File: config.mk
export PLATFORM = sky130hd
export DESIGN_NAME = crc_checked_segment_reader
export DESIGN_NICKNAME = d
export VERILOG_FILES = /design/src/ccsr_pkg.sv /design/src/crc_checked_segment_reader.sv /design/src/ccsr_crc_byte.sv /design/src/ccsr_check_core.sv
export VERILOG_INCLUDE_DIRS = /design/src /design/src/src
export SDC_FILE = /design/constraint.sdc
export NUM_CORES = 1
export LEC_CHECK = 0
export ABC_AREA = 0
export BUFFER_PORTS_ARGS = -buffer_cell sky130_fd_sc_hd__clkbuf_2
export CAP_MARGIN = 20
export CORE_UTILIZATION = 40
export CTS_CLUSTER_DIAMETER = 150
export DETAILED_ROUTE_END_ITERATION = 10
export GPL_ROUTABILITY_DRIVEN = 0
export HOLD_SLACK_MARGIN = 0.06
export PLACE_DENSITY = 0.55
export SYNTH_ARGS = -nofsm -noshare
export SYNTH_HDL_FRONTEND = slang
export SYNTH_SLANG_ARGS = --single-unit
export TNS_END_PERCENT = 100
File: constraint.sdc
create_clock -name clk -period 5.45 [get_ports clk]
set_input_delay 0.2725 -clock clk [delete_from_list [all_inputs] [get_ports clk]]
set_output_delay 0.2725 -clock clk [all_outputs]
set_load 0.05 [all_outputs]
File: src/crc_checked_segment_reader_macros.svh
// assertion macros for the crc checked segment reader
// used by the top level only; expects clk and rst_n in scope
`ifndef CRC_CHECKED_SEGMENT_READER_MACROS_SVH
`define CRC_CHECKED_SEGMENT_READER_MACROS_SVH

// same-cycle implication, disabled during reset
`define CCSR_ASSERT_SAME(label, cond, prop) \
    label: assert property (@(posedge clk) disable iff (!rst_n) (cond) |-> (prop)) \
        else $error("ccsr same-cycle check failed");

// next-cycle implication, disabled during reset
`define CCSR_ASSERT_NEXT(label, cond, prop) \
    label: assert property (@(posedge clk) disable iff (!rst_n) (cond) |=> (prop)) \
        else $error("ccsr next-cycle check failed");

`endif

File: src/ccsr_pkg.sv
// shared types and constants for the crc checked segment reader
// no dependencies
`timescale 1ns / 1ps

package ccsr_pkg;

    typedef enum logic [1:0]
    {
        PH_PAYLOAD = 2'd0,
        PH_PAD     = 2'd1,
        PH_CRC     = 2'd2,
        PH_DONE    = 2'd3
    } phase_t;

    typedef logic [2:0] status_t;

    localparam status_t ST_BUSY   = 3'd0;
    localparam status_t ST_OK     = 3'd1;
    localparam status_t ST_BADPAD = 3'd2;
    localparam status_t ST_BADCRC = 3'd3;
    localparam status_t ST_TRUNC  = 3'd4;

    localparam logic [31:0] CRC_POLY = 32'hEDB8_8320;
    localparam logic [31:0] CRC_INIT = 32'hFFFF_FFFF;
    localparam logic [2:0]  CRC_BYTES = 3'd4;

    typedef struct packed
    {
        logic        done_res;
        status_t     status;
        logic        payload_valid;
        logic [7:0]  payload_byte;
    } result_t;

endpackage

File: src/crc_checked_segment_reader.sv
// crc checked segment reader: one byte per item, crc-32 framed segment
// Channels: s_axis carries source bytes (tuser marks end of source), m_axis
// carries one result item per input item. cfg_we/cfg_data load the payload
// length and re-arm the check; write only while the block is idle.
// Frame: length payload bytes, zero padding to a multiple of four, then the
// crc-32 of payload and padding, most significant byte first.
// Flow: an accepted item waits in the input register, then moves to the
// result register that drives m_axis. Throughput is one item per cycle while
// m_axis is not stalled, set by the combinational crc byte update in the state
// loop between the input register and the result register.
// Payload bytes come out with tuser set; the final status is held and
// repeated for every later item until the next length write.
// Reset: the length is zero, the check is armed and both registers empty.
// When m_axis stalls the result register holds; the input register still
// takes one more item, then s_axis_tready drops until the result is taken.
// depends on ccsr_pkg, ccsr_check_core and the assertion macro header
`timescale 1ns / 1ps

`include "crc_checked_segment_reader_macros.svh"

module crc_checked_segment_reader #(
    parameter int LENGTH_BITS = 32
)
(
    input  logic        clk,
    input  logic        rst_n,
    input  logic        s_axis_tvalid,
    output logic        s_axis_tready,
    input  logic [7:0]  s_axis_tdata,   // [7:0] data_byte
    input  logic        s_axis_tuser,   // [0] source_end
    output logic        m_axis_tvalid,
    input  logic        m_axis_tready,
    output logic [15:0] m_axis_tdata,   // [7:0] payload_byte, [10:8] status, [11] done_res
    output logic        m_axis_tuser,   // [0] payload_valid
    input  logic        cfg_we,
    input  logic [31:0] cfg_data
);
    import ccsr_pkg::*;

    logic       in_valid_reg, in_valid_next;
    logic [7:0] in_byte_reg;
    logic       in_end_reg;
    logic       out_valid_reg, out_valid_next;
    result_t    out_result_reg;
    result_t    core_result;
    logic       accept;
    logic       advance;

    assign advance       = in_valid_reg && (!out_valid_reg || m_axis_tready);
    assign s_axis_tready = !in_valid_reg || advance;
    assign accept        = s_axis_tvalid && s_axis_tready;

    ccsr_check_core #(
        .LENGTH_BITS (LENGTH_BITS)
    ) u_core
    (
        .clk        (clk),
        .rst_n      (rst_n),
        .step       (advance),
        .data_byte  (in_byte_reg),
        .source_end (in_end_reg),
        .cfg_we     (cfg_we),
        .cfg_data   (cfg_data),
        .result     (core_result)
    );

    always_comb
    begin
        in_valid_next = in_valid_reg;
        if (accept)
        begin
            in_valid_next = 1'b1;
        end
        else if (advance)
        begin
            in_valid_next = 1'b0;
        end
        out_valid_next = out_valid_reg;
        if (advance)
        begin
            out_valid_next = 1'b1;
        end
        else if (m_axis_tready)
        begin
            out_valid_next = 1'b0;
        end
    end

    always_ff @(posedge clk or negedge rst_n)
    begin
        if (!rst_n)
        begin
            in_valid_reg  <= 1'b0;
            out_valid_reg <= 1'b0;
        end
        else
        begin
            in_valid_reg  <= in_valid_next;
            out_valid_reg <= out_valid_next;
        end
    end

    always_ff @(posedge clk)
    begin
        if (accept)
        begin
            in_byte_reg <= s_axis_tdata;
            in_end_reg  <= s_axis_tuser;
        end
        if (advance)
        begin
            out_result_reg <= core_result;
        end
    end

    assign m_axis_tvalid = out_valid_reg;
    assign m_axis_tdata  = {4'd0, out_result_reg.done_res, out_result_reg.status,
                            out_result_reg.payload_byte};
    assign m_axis_tuser  = out_result_reg.payload_valid;

    // a payload item is never a final one
    `CCSR_ASSERT_SAME(a_payload_busy, m_axis_tvalid && m_axis_tuser, m_axis_tdata[11:8] == 4'd0)
    // a finished check always carries a real status
    `CCSR_ASSERT_SAME(a_done_status, m_axis_tvalid && m_axis_tdata[11], m_axis_tdata[10:8] != ST_BUSY)
    // every item that leaves the input register lands in the result register
    `CCSR_ASSERT_NEXT(a_advance_lands, advance, out_valid_reg)

endmodule

File: src/ccsr_crc_byte.sv
// one-byte update of the reflected crc-32
// depends on ccsr_pkg
`timescale 1ns / 1ps

module ccsr_crc_byte
(
    input  logic [31:0] crc_in,
    input  logic [7:0]  data_in,
    output logic [31:0] crc_out
);
    import ccsr_pkg::*;

    always_comb
    begin
        logic [31:0] c;
        c = crc_in ^ {24'd0, data_in};
        for (int i = 0; i < 8; i++)
        begin
            if (c[0])
            begin
                c = (c >> 1) ^ CRC_POLY;
            end
            else
            begin
                c = c >> 1;
            end
        end
        crc_out = c;
    end

endmodule

File: src/ccsr_check_core.sv
// segment check state machine: phases, counters, crc and final status
// depends on ccsr_pkg and ccsr_crc_byte
`timescale 1ns / 1ps

module ccsr_check_core #(
    parameter int LENGTH_BITS = 32
)
(
    input  logic              clk,
    input  logic              rst_n,
    input  logic              step,
    input  logic [7:0]        data_byte,
    input  logic              source_end,
    input  logic              cfg_we,
    input  logic [31:0]       cfg_data,
    output ccsr_pkg::result_t result
);
    import ccsr_pkg::*;

    phase_t                 phase_reg, phase_next, phase_eff;
    logic [LENGTH_BITS-1:0] bytes_left_reg, bytes_left_next;
    logic [1:0]             pad_left_reg, pad_left_next;
    logic [31:0]            crc_running_reg, crc_running_next;
    logic [31:0]            crc_expected_reg, crc_expected_next;
    logic [2:0]             crc_seen_reg, crc_seen_next;
    status_t                final_status_reg, final_status_next;

    logic [LENGTH_BITS-1:0] cfg_len;
    logic [31:0]            crc_upd;
    logic [31:0]            crc_shift;
    logic [2:0]             seen_inc;

    assign cfg_len   = LENGTH_BITS'(cfg_data);
    assign crc_shift = {crc_expected_reg[23:0], data_byte};
    assign seen_inc  = crc_seen_reg + 3'd1;

    ccsr_crc_byte u_crc
    (
        .crc_in  (crc_running_reg),
        .data_in (data_byte),
        .crc_out (crc_upd)
    );

    // exhausted phases are skipped before the item is handled
    always_comb
    begin
        phase_eff = phase_reg;
        if (phase_eff == PH_PAYLOAD && bytes_left_reg == '0)
        begin
            phase_eff = PH_PAD;
        end
        if (phase_eff == PH_PAD && pad_left_reg == 2'd0)
        begin
            phase_eff = PH_CRC;
        end
    end

    always_comb
    begin
        phase_next        = phase_reg;
        bytes_left_next   = bytes_left_reg;
        pad_left_next     = pad_left_reg;
        crc_running_next  = crc_running_reg;
        crc_expected_next = crc_expected_reg;
        crc_seen_next     = crc_seen_reg;
        final_status_next = final_status_reg;
        if (cfg_we)
        begin
            phase_next        = PH_PAYLOAD;
            bytes_left_next   = cfg_len;
            pad_left_next     = 2'd0 - cfg_len[1:0];
            crc_running_next  = CRC_INIT;
            crc_expected_next = 32'd0;
            crc_seen_next     = 3'd0;
            final_status_next = ST_BUSY;
        end
        else if (step && phase_eff != PH_DONE)
        begin
            phase_next = phase_eff;
            if (source_end)
            begin
                phase_next        = PH_DONE;
                final_status_next = ST_TRUNC;
            end
            else
            begin
                case (phase_eff)
                    PH_PAYLOAD:
                    begin
                        crc_running_next = crc_upd;
                        bytes_left_next  = bytes_left_reg - LENGTH_BITS'(1);
                    end
                    PH_PAD:
                    begin
                        crc_running_next = crc_upd;
                        if (data_byte != 8'd0)
                        begin
                            phase_next        = PH_DONE;
                            final_status_next = ST_BADPAD;
                        end
                        else
                        begin
                            pad_left_next = pad_left_reg - 2'd1;
                        end
                    end
                    PH_CRC:
                    begin
                        crc_expected_next = crc_shift;
                        crc_seen_next     = seen_inc;
                        if (seen_inc >= CRC_BYTES)
                        begin
                            phase_next        = PH_DONE;
                            final_status_next = (crc_shift == ~crc_running_reg) ?
                                                ST_OK : ST_BADCRC;
                        end
                    end
                    default:
                    begin
                    end
                endcase
            end
        end
    end

    always_comb
    begin
        result.payload_valid = (phase_eff == PH_PAYLOAD) && !source_end;
        result.payload_byte  = result.payload_valid ? data_byte : 8'd0;
        result.done_res      = (phase_next == PH_DONE);
        result.status        = result.done_res ? final_status_next : ST_BUSY;
    end

    always_ff @(posedge clk or negedge rst_n)
    begin
        if (!rst_n)
        begin
            phase_reg        <= PH_PAYLOAD;
            bytes_left_reg   <= '0;
            pad_left_reg     <= 2'd0;
            crc_running_reg  <= CRC_INIT;
            crc_expected_reg <= 32'd0;
            crc_seen_reg     <= 3'd0;
            final_status_reg <= ST_BUSY;
        end
        else
        begin
            phase_reg        <= phase_next;
            bytes_left_reg   <= bytes_left_next;
            pad_left_reg     <= pad_left_next;
            crc_running_reg  <= crc_running_next;
            crc_expected_reg <= crc_expected_next;
            crc_seen_reg     <= crc_seen_next;
            final_status_reg <= final_status_next;
        end
    end

endmodule

---- Yosys cells after proc, flatten, opt, wreduce, memory -nomap -nowiden ----
Cells that the tools add are included.
operators by class
  $lt $le $gt $ge ......................... 1
  $mul .................................... 0
  shifts and indexed selects .............. 0
  multiplexer cells ....................... 48
  divide/modulo/power cells ............... 0
  add/sub/neg operators ................... 4
  equality and inequality tests ........... 8
  bitwise operators ....................... 10
  reductions and logical operators ........ 28
operators by type and width
  operator                                                   count
  two-way mux 32 bit                                         16
  inverter 13 -> 14 bit                                      8
  two-way mux 24 bit                                         4
  == test 32 bit                                             1
  zero test 32 bit                                           1
  inverter 32 bit                                            1
  subtractor 32 x 1 -> 32 bit (second input constant)        1
  bitwise XOR 32 x 8 -> 32 bit                               1
  two-way mux 3 bit                                          9
  two-way mux 2 bit                                          13
  nonzero test 2 bit                                         7
  AND reduction 3 bit                                        3
  nonzero test 8 bit                                         1
  logical AND 1 bit                                          6
  zero test 2 bit                                            3
  != test 2 bit (second input constant)                      3
  one-hot mux 3 bit (2 select lines)                         1
  == test 2 x 1 -> 1 bit (second input constant)             2
  == test 2 bit (second input constant)                      2
  two-way mux 1 bit                                          4
  one-hot mux 2 bit (2 select lines)                         1
  AND reduction 4 bit                                        1
  adder 3 x 1 -> 3 bit (second input constant)               1
  greater-or-equal comparator 3 bit (second input constant)  1
  5 further kinds                                            8
storage, ports and cells
  logic and storage cells ................. 114
  flip-flop bits (word level) ............. 122
  memories kept ........................... 0
  input port bits ......................... 46
  ROM bits ................................ 0
  latch bits .............................. 0
  bits in writable memories ............... 0

---- Depth between registers and ports, before layout ----
  word-level depth ........................ 21
  gate-level depth with buffers ........... 13
  mapped depth without buffers ............ 12

---- Hierarchy ----
From an unflattened synthesis, not the netlist that was laid out.
second synthesis, totals
  cell total of the unflattened synthesis .. 657
  area total of the unflattened synthesis .. 7044.3 µm²
by module, submodules not included
  module                      times used  cells an instance  sequential area each (µm²)  area an instance (µm²)
  ccsr_check_core             1           558                2492.4                      5291.3
  ccsr_crc_byte               1           64                 0.0                         954.7
  crc_checked_segment_reader  1           35                 710.7                       798.3

---- Worst setup path after synthesis ----
OpenSTA, ideal clock, no wires.
  path type ............................... reg2reg
  start ................................... register u_core.bytes_left_reg[3]
  end ..................................... register out_result_reg (netlist bit m_axis_tdata[8]), data pin
  buffers on the path ..................... 1
  stages on the path, launching flop included .. 12
  clock period less this slack ............ 3.137 ns
  data arrival time ....................... 2.867 ns
  path slack .............................. 2.313 ns
  library setup time ...................... 0.271 ns
  required time ........................... 5.179 ns
  cell sequence ........................... dfrtp_1 nor4_4 and4b_4 a41o_2 buf_2 nand2_1 ha_1 or2_2 or3_1 o211a_1 o41ai_4 nor3b_1
between the ends
  word-level cells in the longest chain between the ends .. 12
  elaborated cells on any way between the ends .. 21
  those cells by class .................... 5 x eq/ne; 12 x mux; 4 x reduce/logical
RTL lines
  item                                         line                               text
  start, declared                              ccsr_check_core.sv:21              logic [LENGTH_BITS-1:0] bytes_left_reg, bytes_left_next;
  start signal, assigned                       ccsr_check_core.sv:148             bytes_left_reg <= bytes_left_next;
  zero test 32 bit *                           ccsr_check_core.sv:48              if (phase_eff == PH_PAYLOAD && bytes_left_reg == '0)
  logical AND 1 bit *                          ccsr_check_core.sv:48
  two-way mux 2 bit *                          ccsr_check_core.sv:48
  == test 2 x 1 -> 1 bit                       ccsr_check_core.sv:52              if (phase_eff == PH_PAD && pad_left_reg == 2'd0)
  logical AND 1 bit                            ccsr_check_core.sv:52
  two-way mux 2 bit *                          ccsr_check_core.sv:52
  == test 2 bit, or another cell as far along  ccsr_check_core.sv:87              case (phase_eff)
  one-hot mux 2 bit (2 select lines)           ccsr_check_core.sv:87
  two-way mux 2 bit                            ccsr_check_core.sv:80              if (source_end)
  two-way mux 2 bit                            ccsr_check_core.sv:77              else if (step && phase_eff != PH_DONE)
  two-way mux 2 bit                            ccsr_check_core.sv:67              if (cfg_we)
  == test 2 bit                                ccsr_check_core.sv:129             result.done_res = (phase_next == PH_DONE);
  end signal, assigned                         crc_checked_segment_reader.sv:112  out_result_reg <= core_result;
  end, declared                                crc_checked_segment_reader.sv:44   result_t out_result_reg;
Mark *: on every way between the ends. The rest lies on a longest branch, timed or not.
A chain may end at the register's enable or synchronous reset.

---- Worst setup path in the final report ----
  start ................................... register u_core.bytes_left_reg[7]
  end ..................................... register u_core.crc_seen_reg[2]
between the ends
  word-level cells in the longest chain between the ends .. 10
  elaborated cells on any way between the ends .. 12
  those cells by class .................... 3 x eq/ne; 2 x mux; 7 x reduce/logical
RTL lines
  item                                    line                    text
  zero test 32 bit *                      ccsr_check_core.sv:48
  logical AND 1 bit *                     ccsr_check_core.sv:48
  two-way mux 2 bit *                     ccsr_check_core.sv:48
  == test 2 x 1 -> 1 bit                  ccsr_check_core.sv:52
  logical AND 1 bit                       ccsr_check_core.sv:52
  two-way mux 2 bit *                     ccsr_check_core.sv:52
  != test 2 bit                           ccsr_check_core.sv:77
  logical AND 1 bit                       ccsr_check_core.sv:77
  nonzero test 2 bit (no source line)     -
  AND reduction 3 bit (no source line) *  -
  end signal, assigned                    ccsr_check_core.sv:152  crc_seen_reg <= crc_seen_next;
  end, declared                           ccsr_check_core.sv:25   logic [2:0] crc_seen_reg, crc_seen_next;
Marked as above.

==> impl_results.md <==
- Worst Skew: 0.0164 ns
- FMAX: about 0.27 GHz
- Synth warn: 0
- Period utilisation layout: 0.679
- Top-count cell post-synth: sky130_fd_sc_hd__nand2_1
- Synth Cell Area: around 0.0069 mm2
- Startpoint-to-endpoint class of the critical path: reg2reg
- Post-CTS setup buffers: 0
- Post-Place Setup Slack: approximately 1.8 ns
- Number of sinks on the clock net: 122
- H-tree depth reported by CTS: 4
- Total length of routed wires: between 15,000 and 20,000 um
- Final instance count without filler cells: 985
- CTS tree: built
- Number of max-cap violations: 0
- Via-to-Cell Ratio: around 5.2
- Detailed-route via count: 5,084
- Final Max Tran Viols: 0
- Critical path endpoint category: register
- Floorplan row count: 47
- Filler Cell Count: 1,565
- Number of cells in the design after placement: 936
- Vias in the first global route: 5,257
- Synth Flop Type: sky130_fd_sc_hd__dfrtp_1
- Flop and latch count out of synthesis: ~120
- Clock latency on the worst-skew pair: 0.42 ns
- Hold crit path type: in2reg
- TritonCTS buffer count: 17
- Register-to-register path setup slack: 1.75 ns
- Top cells by instance count after synthesis: sky130_fd_sc_hd__nand2_1, sky130_fd_sc_hd__dfrtp_1, sky130_fd_sc_hd__xor2_1
- Maximum clock path buffer count: 2
- Worst path required time: 5.73 ns
- Residual DRC count: 0
- Max-Slew Margin vs Limit: 0.265
- Final number of setup-violating endpoints: 0
- Antenna fix cells: 0
- Actual slew at the worst max-slew pin: between 1 and 1.5 ns
- Count of input and output buffers: 60
- Result of the run: finished, final reports clean
- Horizontal die dimension: about 130 um
- Average instance area after synthesis: roughly 10 um2
- Overall die area: 0.0177 mm2
- Leakage Power: ~3.3 nW
- Overall Global Routing Usage: 0.202
- Hold violation total from the final report: 0
- Ports: 65
- Internal power component: between 1.5 and 2 mW
- Count of nets after finishing: 807
- Power density over the cells: 360 mW/mm2
- Post-Synthesis Cells: between 600 and 700
- Wire length of the first global-routing pass: 27,500 um
- Number of enable flip-flop cells after synthesis: 22
- Startpoint kind of the worst setup timing path: register
- Accumulated negative setup slack: 0 ns
- Post-DP HPWL: 11,200 um
- Arr. time, crit path: about 4.0 ns
- Final antenna-violating net count: 0
- Power after layout: 2.91 mW
- Layout cells sized above 1: 0.212
- Power share of the combinational group: 0.228
- Standard cell core area: 0.0167 mm2
- Time the worst path needs with I/O delays and setup: around 3.7 ns
- Clock share of power: 0.395
- Synth top area share: 0.248
- Clock-pin slew reported for the worst setup and hold paths after clock tree synthesis: 0.06 ns
- Average routed wire per standard cell: 16.8 um
- Count of routing violations after the opening detailed-route iteration: 347
- Psw: 0.933 mW
- Part of the power in registers: 0.377
- Leading cell types by total area after synthesis: sky130_fd_sc_hd__dfrtp_1, sky130_fd_sc_hd__dfstp_2, sky130_fd_sc_hd__edfxtp_1, sky130_fd_sc_hd__xor2_1, sky130_fd_sc_hd__xnor2_1
- Die height: 133 um
- Leading area contributor after synthesis: sky130_fd_sc_hd__dfrtp_1
- Worst setup slack after layout: 1.75 ns
- Critical-path maximum fanout: 27
- Aggregate global routing overflow: 0
- Initial Util: 0.412
- Synth unique cells: 64
- Pre-antenna DRT Iters: 5
- Setup repair after global routing missed its margin: no
- Worst vdd ir: 0.000256 V
- Sequential-to-total area share from yosys stat: 0.466
- Fraction of power spent switching nets: 0.320
- Area growth from synthesis to final layout: 17.6%
- CTS root buffer: sky130_fd_sc_hd__clkbuf_16
- Antenna violations before repair: 0
- Largest net degree at the start of global routing: 81
- FFs w/ async S/R, synth: 0.820
kinds of logic (layout without fill, tap and decap cells):
family                     count (synthesis)  after routing  share of synthesized area
and+or+nand+nor                          269            269                      0.196
other                                      1              4                   0.000546
adders and majority gates                  9              9                     0.0164
buffers and inverters                     49            123                     0.0333
muxes                                      5              5                    0.00801
xor gates and xnor gates                 128            128                      0.182
AOI/OAI and AO/OA                        105            105                     0.0979
DFF                                      122            122                      0.466
critical path, cell delays in order, from the launching register on:
cell and delay [ns]:
sky130_fd_sc_hd__dfrtp_1 0.42, sky130_fd_sc_hd__nor4_2 0.44, sky130_fd_sc_hd__and4b_4 0.34, sky130_fd_sc_hd__a41o_2 0.52, sky130_fd_sc_hd__a21o_1 0.29, sky130_fd_sc_hd__ha_1 0.26
sky130_fd_sc_hd__and3_1 0.91, sky130_fd_sc_hd__nand2_1 0.15, sky130_fd_sc_hd__xor2_1 0.17, sky130_fd_sc_hd__nor2_1 0.05
metal layers:
metal / wire, um / share of wire / global-route usage
met1: 7720 / 0.47 / 0.270
met4: 343 / 0.021 / 0.0764
met5: 0 / 0 / 0
met3: 662 / 0.040 / 0.0445
met2: 7860 / 0.47 / 0.320
cell usage in the layout (no fill, tap or decap), drive strengths merged, types with 11 or more instances in the layout:
cell	Yosys	final
nor2	27	27
clkbuf	19	75
nand4	11	11
edfxtp	22	22
a21oi	33	33
nand2	132	132
and2	11	11
dfrtp	68	68
nor4	14	14
nor3	15	15
inv	11	20
o21ai	30	30
nand3	21	21
xor2	65	65
dfstp	32	32
xnor2	63	63
o211ai	21	21
dlygate4sd3	0	16
through the flow:
stage	hold WS (ns)	area [um2]	utilization
global route	0.0766	8080	0.484
floorplan	-0.0231	6890	-
global placement	0.169	7300	0.437
detailed placement	0.181	7300	0.437
finish	0.0806	8080	0.484
CTS	0.0603	8060	0.482
area by class of cell:
| type | instances | area [um2] | share of cell area |
|---|---|---|---|
| multi-input cells | 520 | 3450 | 0.427 |
| clock buffers | 17 | 425 | 0.0526 |
| clock inverters | 15 | 173 | 0.0214 |
| flip-flops and latches | 122 | 3200 | 0.396 |
| repair buffers | 80 | 513 | 0.0635 |
| inverters | 11 | 41.3 | 0.00511 |
| well taps | 220 | 275 | 0.0341 |
repair_timing:
| item | 4_1_cts | 5_1_grt |
|---|---|---|
| hold endpoints to repair | 35 | 0 |
| resized for setup | 0 | 0 |
| hold buffers | 16 | 0 |
worst paths after layout:
check,start,end,depth (start not counted)
setup / recovery,u_core.bytes_left_reg[7]$_DFFE_PN0P_,u_core.crc_seen_reg[2]$_DFFE_PN0P_,9
hold / removal,cfg_data[26],u_core.bytes_left_reg[26]$_DFFE_PN0P_,3
setup reg to reg,u_core.bytes_left_reg[7]$_DFFE_PN0P_,u_core.crc_seen_reg[2]$_DFFE_PN0P_,9
hold reg to reg,u_core.crc_running_reg[11]$_DFFE_PN1P_,u_core.crc_running_reg[11]$_DFFE_PN1P_,2
max in group asynchronous,rst_n,u_core.crc_running_reg[0]$_DFFE_PN1P_,4
min in group asynchronous,rst_n,u_core.final_status_reg[2]$_DFF_PN0_,2
power by group through the flow:
stage | combinational [mW] | sequential [mW] | clock, mW
after global routing | 0.727 | 1.11 | 1.21
after detailed placement | 0.649 | 1.11 | 0
after global placement | 0.642 | 1.11 | 0
after CTS | 0.664 | 1.10 | 1.17
after floorplan | 0.482 | 1.12 | 0
final | 0.664 | 1.10 | 1.15
Note: power is estimated with default switching activity, not from simulation.
